--- src/hw/rtl/bafu_pkg.sv ---
package bafu_pkg;

  localparam int unsigned CmdWidth   = 6;
  localparam int unsigned ByteWidth  = 8;
  localparam int unsigned FlagWidth  = 6;
  localparam int unsigned InTdataW   = 16;
  localparam int unsigned OutTdataW  = 56;

  localparam int unsigned FLAG_C = 0;
  localparam int unsigned FLAG_Z = 1;
  localparam int unsigned FLAG_I = 2;
  localparam int unsigned FLAG_D = 3;
  localparam int unsigned FLAG_V = 4;
  localparam int unsigned FLAG_N = 5;

  localparam logic [ByteWidth-1:0] SpReset = 8'hFF;

  typedef enum logic [CmdWidth-1:0] {
    CMD_ADC     = 6'd0,
    CMD_SBC     = 6'd1,
    CMD_AND     = 6'd2,
    CMD_ORA     = 6'd3,
    CMD_EOR     = 6'd4,
    CMD_BIT     = 6'd5,
    CMD_CMP     = 6'd6,
    CMD_CPX     = 6'd7,
    CMD_CPY     = 6'd8,
    CMD_ASL_A   = 6'd9,
    CMD_ASL_M   = 6'd10,
    CMD_LSR_A   = 6'd11,
    CMD_LSR_M   = 6'd12,
    CMD_ROL_A   = 6'd13,
    CMD_ROL_M   = 6'd14,
    CMD_ROR_A   = 6'd15,
    CMD_ROR_M   = 6'd16,
    CMD_INC     = 6'd17,
    CMD_DEC     = 6'd18,
    CMD_INX     = 6'd19,
    CMD_INY     = 6'd20,
    CMD_DEX     = 6'd21,
    CMD_DEY     = 6'd22,
    CMD_LDA     = 6'd23,
    CMD_LDX     = 6'd24,
    CMD_LDY     = 6'd25,
    CMD_TAX     = 6'd26,
    CMD_TAY     = 6'd27,
    CMD_TXA     = 6'd28,
    CMD_TYA     = 6'd29,
    CMD_TSX     = 6'd30,
    CMD_TXS     = 6'd31,
    CMD_CLC     = 6'd32,
    CMD_SEC     = 6'd33,
    CMD_CLD     = 6'd34,
    CMD_SED     = 6'd35,
    CMD_CLI     = 6'd36,
    CMD_SEI     = 6'd37,
    CMD_CLV     = 6'd38,
    CMD_BCC     = 6'd39,
    CMD_BCS     = 6'd40,
    CMD_BEQ     = 6'd41,
    CMD_BNE     = 6'd42,
    CMD_BMI     = 6'd43,
    CMD_BPL     = 6'd44,
    CMD_BVC     = 6'd45,
    CMD_BVS     = 6'd46,
    CMD_STA     = 6'd47,
    CMD_STX     = 6'd48,
    CMD_STY     = 6'd49,
    CMD_PHA     = 6'd50,
    CMD_PHP     = 6'd51,
    CMD_PLA     = 6'd52,
    CMD_PLP     = 6'd53
  } cmd_e;

  typedef struct packed {
    logic [ByteWidth-1:0] a;
    logic [ByteWidth-1:0] x;
    logic [ByteWidth-1:0] y;
    logic [ByteWidth-1:0] sp;
    logic [FlagWidth-1:0] flags;
  } cpu_state_t;

  typedef struct packed {
    logic [ByteWidth-1:0] mem_value;
    logic                 mem_write;
    logic                 branch_taken;
  } exec_result_t;

  function automatic logic [ByteWidth-1:0] pack_status(logic [FlagWidth-1:0] f);
    return {f[FLAG_N], f[FLAG_V], 1'b1, 1'b0, f[FLAG_D], f[FLAG_I], f[FLAG_Z], f[FLAG_C]};
  endfunction

endpackage

--- src/hw/rtl/bafu_exec.sv ---
module bafu_exec (
  input  logic [bafu_pkg::CmdWidth-1:0]  command_i,
  input  logic [bafu_pkg::ByteWidth-1:0] operand_i,
  input  bafu_pkg::cpu_state_t           state_i,
  output bafu_pkg::cpu_state_t           state_o,
  output bafu_pkg::exec_result_t         result_o
);
  import bafu_pkg::*;

  cmd_e                 cmd;
  logic                 c_in;
  logic [8:0]           bin_sum;
  logic [7:0]           bin_b;
  logic [4:0]           dadd_lo;
  logic [4:0]           dadd_lo_adj;
  logic [9:0]           dadd_sum;
  logic [9:0]           dadd_adj;
  logic signed [5:0]    dsub_lo;
  logic [5:0]           dsub_lo_tmp;
  logic signed [5:0]    dsub_lo_adj;
  logic signed [10:0]   dsub_diff;
  logic signed [10:0]   dsub_adj;
  logic [8:0]           cmp_diff;
  logic [7:0]           cmp_reg;
  logic [7:0]           sh_src;
  logic [7:0]           sh_res;
  logic                 sh_cout;
  logic [7:0]           nz_val;
  logic                 nz_upd;

  assign cmd  = cmd_e'(command_i);
  assign c_in = state_i.flags[FLAG_C];

  // binary add; SBC adds the inverted operand
  assign bin_b   = (cmd == CMD_SBC) ? ~operand_i : operand_i;
  assign bin_sum = {1'b0, state_i.a} + {1'b0, bin_b} + {8'd0, c_in};

  // decimal add
  assign dadd_lo     = {1'b0, state_i.a[3:0]} + {1'b0, operand_i[3:0]} + {4'd0, c_in};
  assign dadd_lo_adj = (dadd_lo >= 5'h0A) ? {1'b1, 4'(dadd_lo[3:0] + 4'h6)} : dadd_lo;
  assign dadd_sum    = {2'b00, state_i.a[7:4], 4'h0} + {2'b00, operand_i[7:4], 4'h0}
                     + {5'd0, dadd_lo_adj};
  assign dadd_adj    = (dadd_sum >= 10'h0A0) ? dadd_sum + 10'h060 : dadd_sum;

  // decimal subtract
  assign dsub_lo     = $signed({2'b00, state_i.a[3:0]}) - $signed({2'b00, operand_i[3:0]})
                     - $signed({5'd0, ~c_in});
  assign dsub_lo_tmp = dsub_lo + 6'sd26;
  assign dsub_lo_adj = dsub_lo[5] ? $signed({2'b11, dsub_lo_tmp[3:0]}) : dsub_lo;
  assign dsub_diff   = $signed({3'b000, state_i.a[7:4], 4'h0})
                     - $signed({3'b000, operand_i[7:4], 4'h0})
                     + 11'(dsub_lo_adj);
  assign dsub_adj    = dsub_diff[10] ? dsub_diff - 11'sd96 : dsub_diff;

  // compares
  always_comb begin
    unique case (cmd)
      CMD_CPX: cmp_reg = state_i.x;
      CMD_CPY: cmp_reg = state_i.y;
      default: cmp_reg = state_i.a;
    endcase
  end
  assign cmp_diff = {1'b0, cmp_reg} - {1'b0, operand_i};

  // shifts and rotates
  always_comb begin
    unique case (cmd)
      CMD_ASL_A, CMD_LSR_A, CMD_ROL_A, CMD_ROR_A: sh_src = state_i.a;
      default:                                    sh_src = operand_i;
    endcase
    unique case (cmd)
      CMD_ASL_A, CMD_ASL_M: begin
        sh_res  = {sh_src[6:0], 1'b0};
        sh_cout = sh_src[7];
      end
      CMD_ROL_A, CMD_ROL_M: begin
        sh_res  = {sh_src[6:0], c_in};
        sh_cout = sh_src[7];
      end
      CMD_ROR_A, CMD_ROR_M: begin
        sh_res  = {c_in, sh_src[7:1]};
        sh_cout = sh_src[0];
      end
      default: begin
        sh_res  = {1'b0, sh_src[7:1]};
        sh_cout = sh_src[0];
      end
    endcase
  end

  always_comb begin
    state_o  = state_i;
    result_o = '0;
    nz_val   = '0;
    nz_upd   = 1'b0;
    unique case (cmd)
      CMD_ADC: begin
        if (state_i.flags[FLAG_D]) begin
          state_o.a             = dadd_adj[7:0];
          state_o.flags[FLAG_C] = dadd_adj >= 10'h100;
          state_o.flags[FLAG_V] = dadd_adj > 10'd127;
        end else begin
          state_o.a             = bin_sum[7:0];
          state_o.flags[FLAG_C] = bin_sum[8];
          state_o.flags[FLAG_V] = ~(state_i.a[7] ^ bin_b[7]) & (bin_sum[7] ^ bin_b[7]);
        end
        nz_val = state_o.a;
        nz_upd = 1'b1;
      end
      CMD_SBC: begin
        if (state_i.flags[FLAG_D]) begin
          state_o.a             = dsub_adj[7:0];
          state_o.flags[FLAG_Z] = dsub_adj[7:0] == 8'd0;
          state_o.flags[FLAG_C] = ~dsub_diff[10];
        end else begin
          state_o.a             = bin_sum[7:0];
          state_o.flags[FLAG_C] = bin_sum[8];
          state_o.flags[FLAG_V] = ~(state_i.a[7] ^ bin_b[7]) & (bin_sum[7] ^ bin_b[7]);
          nz_val                = bin_sum[7:0];
          nz_upd                = 1'b1;
        end
      end
      CMD_AND: begin
        state_o.a = state_i.a & operand_i;
        nz_val    = state_o.a;
        nz_upd    = 1'b1;
      end
      CMD_ORA: begin
        state_o.a = state_i.a | operand_i;
        nz_val    = state_o.a;
        nz_upd    = 1'b1;
      end
      CMD_EOR: begin
        state_o.a = state_i.a ^ operand_i;
        nz_val    = state_o.a;
        nz_upd    = 1'b1;
      end
      CMD_BIT: begin
        state_o.flags[FLAG_Z] = (state_i.a & operand_i) == 8'd0;
        state_o.flags[FLAG_N] = operand_i[7];
        state_o.flags[FLAG_V] = operand_i[6];
      end
      CMD_CMP, CMD_CPX, CMD_CPY: begin
        state_o.flags[FLAG_C] = ~cmp_diff[8];
        state_o.flags[FLAG_Z] = cmp_reg == operand_i;
        state_o.flags[FLAG_N] = cmp_diff[7];
      end
      CMD_ASL_A, CMD_LSR_A, CMD_ROL_A, CMD_ROR_A: begin
        state_o.a             = sh_res;
        state_o.flags[FLAG_C] = sh_cout;
        nz_val                = sh_res;
        nz_upd                = 1'b1;
      end
      CMD_ASL_M, CMD_LSR_M, CMD_ROL_M, CMD_ROR_M: begin
        result_o.mem_value    = sh_res;
        result_o.mem_write    = 1'b1;
        state_o.flags[FLAG_C] = sh_cout;
        nz_val                = sh_res;
        nz_upd                = 1'b1;
      end
      CMD_INC: begin
        result_o.mem_value = operand_i + 8'd1;
        result_o.mem_write = 1'b1;
        nz_val             = result_o.mem_value;
        nz_upd             = 1'b1;
      end
      CMD_DEC: begin
        result_o.mem_value = operand_i - 8'd1;
        result_o.mem_write = 1'b1;
        nz_val             = result_o.mem_value;
        nz_upd             = 1'b1;
      end
      CMD_INX: begin
        state_o.x = state_i.x + 8'd1;
        nz_val    = state_o.x;
        nz_upd    = 1'b1;
      end
      CMD_INY: begin
        state_o.y = state_i.y + 8'd1;
        nz_val    = state_o.y;
        nz_upd    = 1'b1;
      end
      CMD_DEX: begin
        state_o.x = state_i.x - 8'd1;
        nz_val    = state_o.x;
        nz_upd    = 1'b1;
      end
      CMD_DEY: begin
        state_o.y = state_i.y - 8'd1;
        nz_val    = state_o.y;
        nz_upd    = 1'b1;
      end
      CMD_LDA, CMD_PLA: begin
        state_o.a = operand_i;
        nz_val    = operand_i;
        nz_upd    = 1'b1;
        if (cmd == CMD_PLA) begin
          state_o.sp = state_i.sp + 8'd1;
        end
      end
      CMD_LDX: begin
        state_o.x = operand_i;
        nz_val    = operand_i;
        nz_upd    = 1'b1;
      end
      CMD_LDY: begin
        state_o.y = operand_i;
        nz_val    = operand_i;
        nz_upd    = 1'b1;
      end
      CMD_TAX: begin
        state_o.x = state_i.a;
        nz_val    = state_i.a;
        nz_upd    = 1'b1;
      end
      CMD_TAY: begin
        state_o.y = state_i.a;
        nz_val    = state_i.a;
        nz_upd    = 1'b1;
      end
      CMD_TXA: begin
        state_o.a = state_i.x;
        nz_val    = state_i.x;
        nz_upd    = 1'b1;
      end
      CMD_TYA: begin
        state_o.a = state_i.y;
        nz_val    = state_i.y;
        nz_upd    = 1'b1;
      end
      CMD_TSX: begin
        state_o.x = state_i.sp;
        nz_val    = state_i.sp;
        nz_upd    = 1'b1;
      end
      CMD_TXS: state_o.sp = state_i.x;
      CMD_CLC: state_o.flags[FLAG_C] = 1'b0;
      CMD_SEC: state_o.flags[FLAG_C] = 1'b1;
      CMD_CLD: state_o.flags[FLAG_D] = 1'b0;
      CMD_SED: state_o.flags[FLAG_D] = 1'b1;
      CMD_CLI: state_o.flags[FLAG_I] = 1'b0;
      CMD_SEI: state_o.flags[FLAG_I] = 1'b1;
      CMD_CLV: state_o.flags[FLAG_V] = 1'b0;
      CMD_BCC: result_o.branch_taken = ~state_i.flags[FLAG_C];
      CMD_BCS: result_o.branch_taken =  state_i.flags[FLAG_C];
      CMD_BEQ: result_o.branch_taken =  state_i.flags[FLAG_Z];
      CMD_BNE: result_o.branch_taken = ~state_i.flags[FLAG_Z];
      CMD_BMI: result_o.branch_taken =  state_i.flags[FLAG_N];
      CMD_BPL: result_o.branch_taken = ~state_i.flags[FLAG_N];
      CMD_BVC: result_o.branch_taken = ~state_i.flags[FLAG_V];
      CMD_BVS: result_o.branch_taken =  state_i.flags[FLAG_V];
      CMD_STA: begin
        result_o.mem_value = state_i.a;
        result_o.mem_write = 1'b1;
      end
      CMD_STX: begin
        result_o.mem_value = state_i.x;
        result_o.mem_write = 1'b1;
      end
      CMD_STY: begin
        result_o.mem_value = state_i.y;
        result_o.mem_write = 1'b1;
      end
      CMD_PHA: begin
        result_o.mem_value = state_i.a;
        result_o.mem_write = 1'b1;
        state_o.sp         = state_i.sp - 8'd1;
      end
      CMD_PHP: begin
        result_o.mem_value = pack_status(state_i.flags) | 8'h30;
        result_o.mem_write = 1'b1;
        state_o.sp         = state_i.sp - 8'd1;
      end
      CMD_PLP: begin
        state_o.sp    = state_i.sp + 8'd1;
        state_o.flags = {operand_i[7], operand_i[6], operand_i[3:0]};
      end
      default: ;
    endcase
    if (nz_upd) begin
      state_o.flags[FLAG_N] = nz_val[7];
      state_o.flags[FLAG_Z] = nz_val == 8'd0;
    end
  end

endmodule

--- src/hw/rtl/byte_alu_bcd_flags_unit_core.sv ---
// channel   dir  width  contents
// s_axis    in   16     command, operand
// m_axis    out  56     reg_a, reg_x, reg_y, reg_sp, status, mem_value, mem_write, branch_taken
//
// One word per cycle; a result appears on m_axis the cycle after its word is taken.
// Register file and flags update at the accepting edge, so each word sees the last one's state.
// The single output register sets the rate: s_axis stalls only while that register is full
// and m_axis_tready_i is low.
// Reset: A, X, Y, flags clear, stack pointer to 0xFF, output empty.
module byte_alu_bcd_flags_unit_core (
  input  logic                              clk_i,
  input  logic                              rst_ni,
  input  logic                              s_axis_tvalid_i,
  output logic                              s_axis_tready_o,
  // [5:0] command, [13:6] operand, [15:14] zero
  input  logic [bafu_pkg::InTdataW-1:0]     s_axis_tdata_i,
  output logic                              m_axis_tvalid_o,
  input  logic                              m_axis_tready_i,
  // [7:0] reg_a, [15:8] reg_x, [23:16] reg_y, [31:24] reg_sp, [39:32] status,
  // [47:40] mem_value, [48] mem_write, [49] branch_taken, [55:50] zero
  output logic [bafu_pkg::OutTdataW-1:0]    m_axis_tdata_o
);
  import bafu_pkg::*;

  cpu_state_t             state_q, state_d;
  exec_result_t           exec_res;
  logic                   out_valid_q, out_valid_d;
  logic [OutTdataW-1:0]   out_data_q, out_data_d;
  logic                   in_fire;

  assign s_axis_tready_o = ~out_valid_q | m_axis_tready_i;
  assign in_fire         = s_axis_tvalid_i & s_axis_tready_o;

  bafu_exec u_exec (
    .command_i (s_axis_tdata_i[5:0]),
    .operand_i (s_axis_tdata_i[13:6]),
    .state_i   (state_q),
    .state_o   (state_d),
    .result_o  (exec_res)
  );

  assign out_data_d = {6'd0, exec_res.branch_taken, exec_res.mem_write, exec_res.mem_value,
                       pack_status(state_d.flags), state_d.sp, state_d.y, state_d.x, state_d.a};

  always_comb begin
    out_valid_d = out_valid_q;
    if (in_fire) begin
      out_valid_d = 1'b1;
    end else if (m_axis_tready_i) begin
      out_valid_d = 1'b0;
    end
  end

  always_ff @(posedge clk_i or negedge rst_ni) begin
    if (!rst_ni) begin
      state_q     <= '{a: '0, x: '0, y: '0, sp: SpReset, flags: '0};
      out_valid_q <= 1'b0;
    end else begin
      out_valid_q <= out_valid_d;
      if (in_fire) begin
        state_q <= state_d;
      end
    end
  end

  always_ff @(posedge clk_i) begin
    if (in_fire) begin
      out_data_q <= out_data_d;
    end
  end

  assign m_axis_tvalid_o = out_valid_q;
  assign m_axis_tdata_o  = out_data_q;

  a_stall_only_when_full: assert property (@(posedge clk_i) disable iff (!rst_ni)
    !s_axis_tready_o |-> (m_axis_tvalid_o && !m_axis_tready_i))
    else $error("input stalled while output register can take a word");

  a_word_follows_accept: assert property (@(posedge clk_i) disable iff (!rst_ni)
    (s_axis_tvalid_i && s_axis_tready_o) |=> m_axis_tvalid_o)
    else $error("accepted word produced no result");

  a_status_fixed_bits: assert property (@(posedge clk_i) disable iff (!rst_ni)
    m_axis_tvalid_o |-> (m_axis_tdata_o[37:36] == 2'b10))
    else $error("status bits 5 and 4 wrong");

  a_mem_value_gated: assert property (@(posedge clk_i) disable iff (!rst_ni)
    (m_axis_tvalid_o && !m_axis_tdata_o[48]) |-> (m_axis_tdata_o[47:40] == 8'd0))
    else $error("mem_value nonzero without mem_write");

  a_no_write_and_branch: assert property (@(posedge clk_i) disable iff (!rst_ni)
    m_axis_tvalid_o |-> !(m_axis_tdata_o[48] && m_axis_tdata_o[49]))
    else $error("write and branch in one word");

endmodule

--- config.mk ---
export PLATFORM = sky130hd
export DESIGN_NAME = byte_alu_bcd_flags_unit_core
export DESIGN_NICKNAME = d
export VERILOG_FILES = /design/src/hw/rtl/bafu_pkg.sv /design/src/hw/rtl/bafu_exec.sv /design/src/hw/rtl/byte_alu_bcd_flags_unit_core.sv
export SDC_FILE = /design/constraint.sdc
export NUM_CORES = 1
export LEC_CHECK = 0
export ABC_CLOCK_PERIOD_IN_PS = 7900
export CORE_MARGIN = 2
export CORE_UTILIZATION = 23
export DETAILED_ROUTE_END_ITERATION = 10
export DONT_BUFFER_PORTS = 1
export SYNTH_ARGS = -nofsm -noshare
export SYNTH_HDL_FRONTEND = slang
export SYNTH_SLANG_ARGS = --single-unit
--- constraint.sdc ---
create_clock -name clk_i -period 7.9 [get_ports clk_i]
set_clock_uncertainty 0.1 [all_clocks]
set_input_delay 0.395 -clock clk_i [delete_from_list [all_inputs] [get_ports clk_i]]
set_output_delay 0.395 -clock clk_i [all_outputs]
set_load 0.05 [all_outputs]
==> flow_metrics.tcl <==
set metrics [dict create \
    vias 9714 \
    grt_pass1_wl_um 60500 \
    holdPathStages 1 \
    io_buffers 0 \
    initialDrtViolationCount 1133 \
    antenna_found_initial 2 \
    ir_drop_uv 95.4 \
    hold_path_class "in -> reg" \
    rsz0062_at_grt "false" \
    drc_errors 0 \
    startpoint_type "register" \
    insertion_delay_ns 0.37 \
    area_delta_synth_final_pct 6.77 \
    ys.warnings.count 0 \
    viasPerCell 5.82 \
    hp-start "s_axis_tvalid_i" \
    hold_violations 0 \
    ys.flop_type "edfxtp_1" \
    overflow 0 \
    io_pins 78 \
    drtPass1Iterations 7 \
    p_leak_nw 3.88 \
    wl_um 40700 \
    die_w_um 209 \
    grt_use_total_pct 18.2 \
    wl_per_cell_um 24.4 \
    startpoint "state_q[30]" \
    r2r_end "m_axis_tdata_o[32]" \
    core.rowCount 75 \
    min_period_over_period_pct 70.2 \
    period_needed_ns 5.55 \
    place_ws_ns 2.39 \
    synth_cell_type_count 106 \
    cp_data_arrival_time_ns 5.57 \
    whs_endpoint "m_axis_tvalid_o" \
    dieArea_um2 43800 \
    cts_buffers 9 \
    setup_viol 0 \
    end_kind "register" \
    final.setup.tns_ns 0 \
    crit_fanout 11 \
    seq_area_frac_synth_pct 25.1 \
    cts.path.max_buffers 2 \
    cts_max_level 3 \
    hpwlAfterDp_um 29500 \
    slew_violations 0 \
    netlist_area_um2 9690 \
    syn_area_per_cell_um2 8.11 \
    synth_edf_count 48 \
    ff2ff_path_depth 15 \
    clock-sinks 87 \
    rr_startpoint "state_q[30]" \
    gp_congestion 0.994 \
    ys_async_sr_fraction_pct 44.8 \
    synth-seq-cells 87 \
    status "completed" \
    syn_inst 1194 \
    regToRegSetupSlack_ns 2.35 \
    cpMaxStageDelayCell "o32ai_2" \
    crit_type "reg -> reg" \
    drt.antenna.violating_nets 0 \
    max_cap_viol_count 0 \
    cp_top_family "compound AO/OA/AOI/OAI gates" \
    fmax_mhz 180 \
    grt_max_degree 69 \
    required_ns 7.92 \
    setup_slack_ns 2.35 \
    max_slew_margin_pct 27.5 \
    worstPathCellList "inv_1 > ha_1 > inv_1 > fa_1 > xor2_1 > nand3_1 > o32ai_2 > ha_1 > or2_2 > and3_1 > o31ai_1 > nor2_1 > a211oi_1 > o2111ai_1 > a21boi_1" \
    drive_gt1_share_pct 7.71 \
    ctsRootBufferMaster "clkbuf_16" \
    hold_buffers 2 \
    clk_pin_slew_ns 0.08 \
    max_stage_delay_ns 0.76 \
    cts_tree "done" \
    cts_resized 0 \
    initial_core_util_pct 23.2 \
    fin_nets 1211 \
    first_global_vias 9237 \
    path_buf_inv 2 \
    die_h_um 209 \
    cts_setup_buffers 0 \
    powerDensity_nw_per_um2 250 \
    core-area_um2 41800 \
    tightest_slew_ns 1.08 \
]
[worst max path at each step]
stage          slack (ns)                  to  depth (start not counted)
2_1_floorplan        3.18   m_axis_tdata_o[7]                         17
3_3_place_gp         2.47  m_axis_tdata_o[32]                         15
5_1_grt              1.93  m_axis_tdata_o[32]                         15
4_1_cts              2.36  m_axis_tdata_o[32]                         15
3_5_place_dp         2.39  m_axis_tdata_o[32]                         15
6_report             2.35  m_axis_tdata_o[32]                         15
[cell usage in the layout, fill, tap and decap left out, types with 9 or more instances in the layout]
cell type	n
nand2_1	138
nor2_1	77
a21oi_1	61
ha_1	60
o21ai_0	57
inv_1	53
nand3_1	48
edfxtp_1	48
nor3_1	35
xnor2_1	32
dfrtp_1	31
a22oi_1	30
mux2i_1	21
a31oi_1	20
mux2_2	18
nand4_1	18
and3_1	14
o21ai_1	14
nand2b_1	14
buf_4	14
xor2_1	12
a221oi_1	11
a211oi_1	11
nor2b_1	10
a21o_1	10
nor4_1	10
a221o_1	10
clkbuf_16	9
[sequential cells by signal, summed over array words and instances (netlist names)]
register and cells:
m_axis_tdata_o 48, m_axis_tvalid_o 1, state_q 38
[cells in the mapped netlist (12+ instances only)]
cell | number | share of area, %
nand4_1 | 18 | 1.2
nand2_1 | 138 | 5.3
inv_1 | 53 | 2.1
nor3_1 | 35 | 1.8
a22oi_1 | 30 | 2.3
o21ai_1 | 14 | 0.72
mux2_2 | 18 | 2.1
xnor2_1 | 32 | 2.9
xor2_1 | 12 | 1.1
a31oi_1 | 20 | 1.3
a21oi_1 | 61 | 3.2
mux2i_1 | 21 | 2.2
nand2b_1 | 14 | 0.90
dfrtp_1 | 31 | 8.0
o21ai_0 | 57 | 2.9
ha_1 | 60 | 7.7
edfxtp_1 | 48 | 15
nand3_1 | 48 | 2.5
buf_2 | 17 | 0.88
clkbuf_1 | 63 | 2.4
nor2_1 | 77 | 3.0
and3_1 | 14 | 0.90
[layout make-up]
class	instances	area [um^2]
Antenna cell	1	2.50
Clock buffer	9	225
Clock inverter	7	60.1
Fill cell	4490	31400
Inverter	54	204
Multi-Input combinational cell	955	6610
Sequential cell	87	2430
Tap cell	539	674
Timing Repair Buffer	16	143
[cell families after synthesis]
group / Yosys count / share of synthesized area [%]
adders and majority gates: 68 / 9.40
other: 2 / 0.0775
AOI/OAI and AO/OA: 345 / 25.2
DFF: 87 / 25.1
buffers and inverters: 158 / 7.19
xor gates and xnor gates: 45 / 4.21
muxes: 40 / 4.38
and+or+nand+nor: 449 / 24.5
[per-layer routing]
metal,GRT usage [%],up-vias,wire length [um]
li1,-,4313,-
met1,23.8,4704,16400
met2,28.2,573,18000
met3,4.87,122,4370
met4,8.28,2,1920
met5,0,-,13
[report_power, final]
part | total, W | internal [W] | leakage [nW] | switching (W)
clock network | 0.000436 | 0.000218 | 0.139 | 0.000219
logic | 0.00121 | 0.000486 | 2.81 | 0.000720
registers | 0.000946 | 0.000601 | 0.934 | 0.000345
total | 0.00259 | 0.00130 | 3.88 | 0.00128
[stage by stage]
step                      util, %  std cells  hold slack, ns  area, um^2  power (W)
after floorplan                 -       1200       -0.000591        9710    0.00177
after global placement       24.0       1649         0.00110       10000    0.00209
after detailed placement     24.0       1649         0.00115       10000    0.00212
after CTS                    24.8       1667          0.0777       10300    0.00257
after global routing         24.8       1667          0.0795       10300    0.00275
final                        24.8       1668          0.0805       10300    0.00259
(Power assumes the default switching activity.)
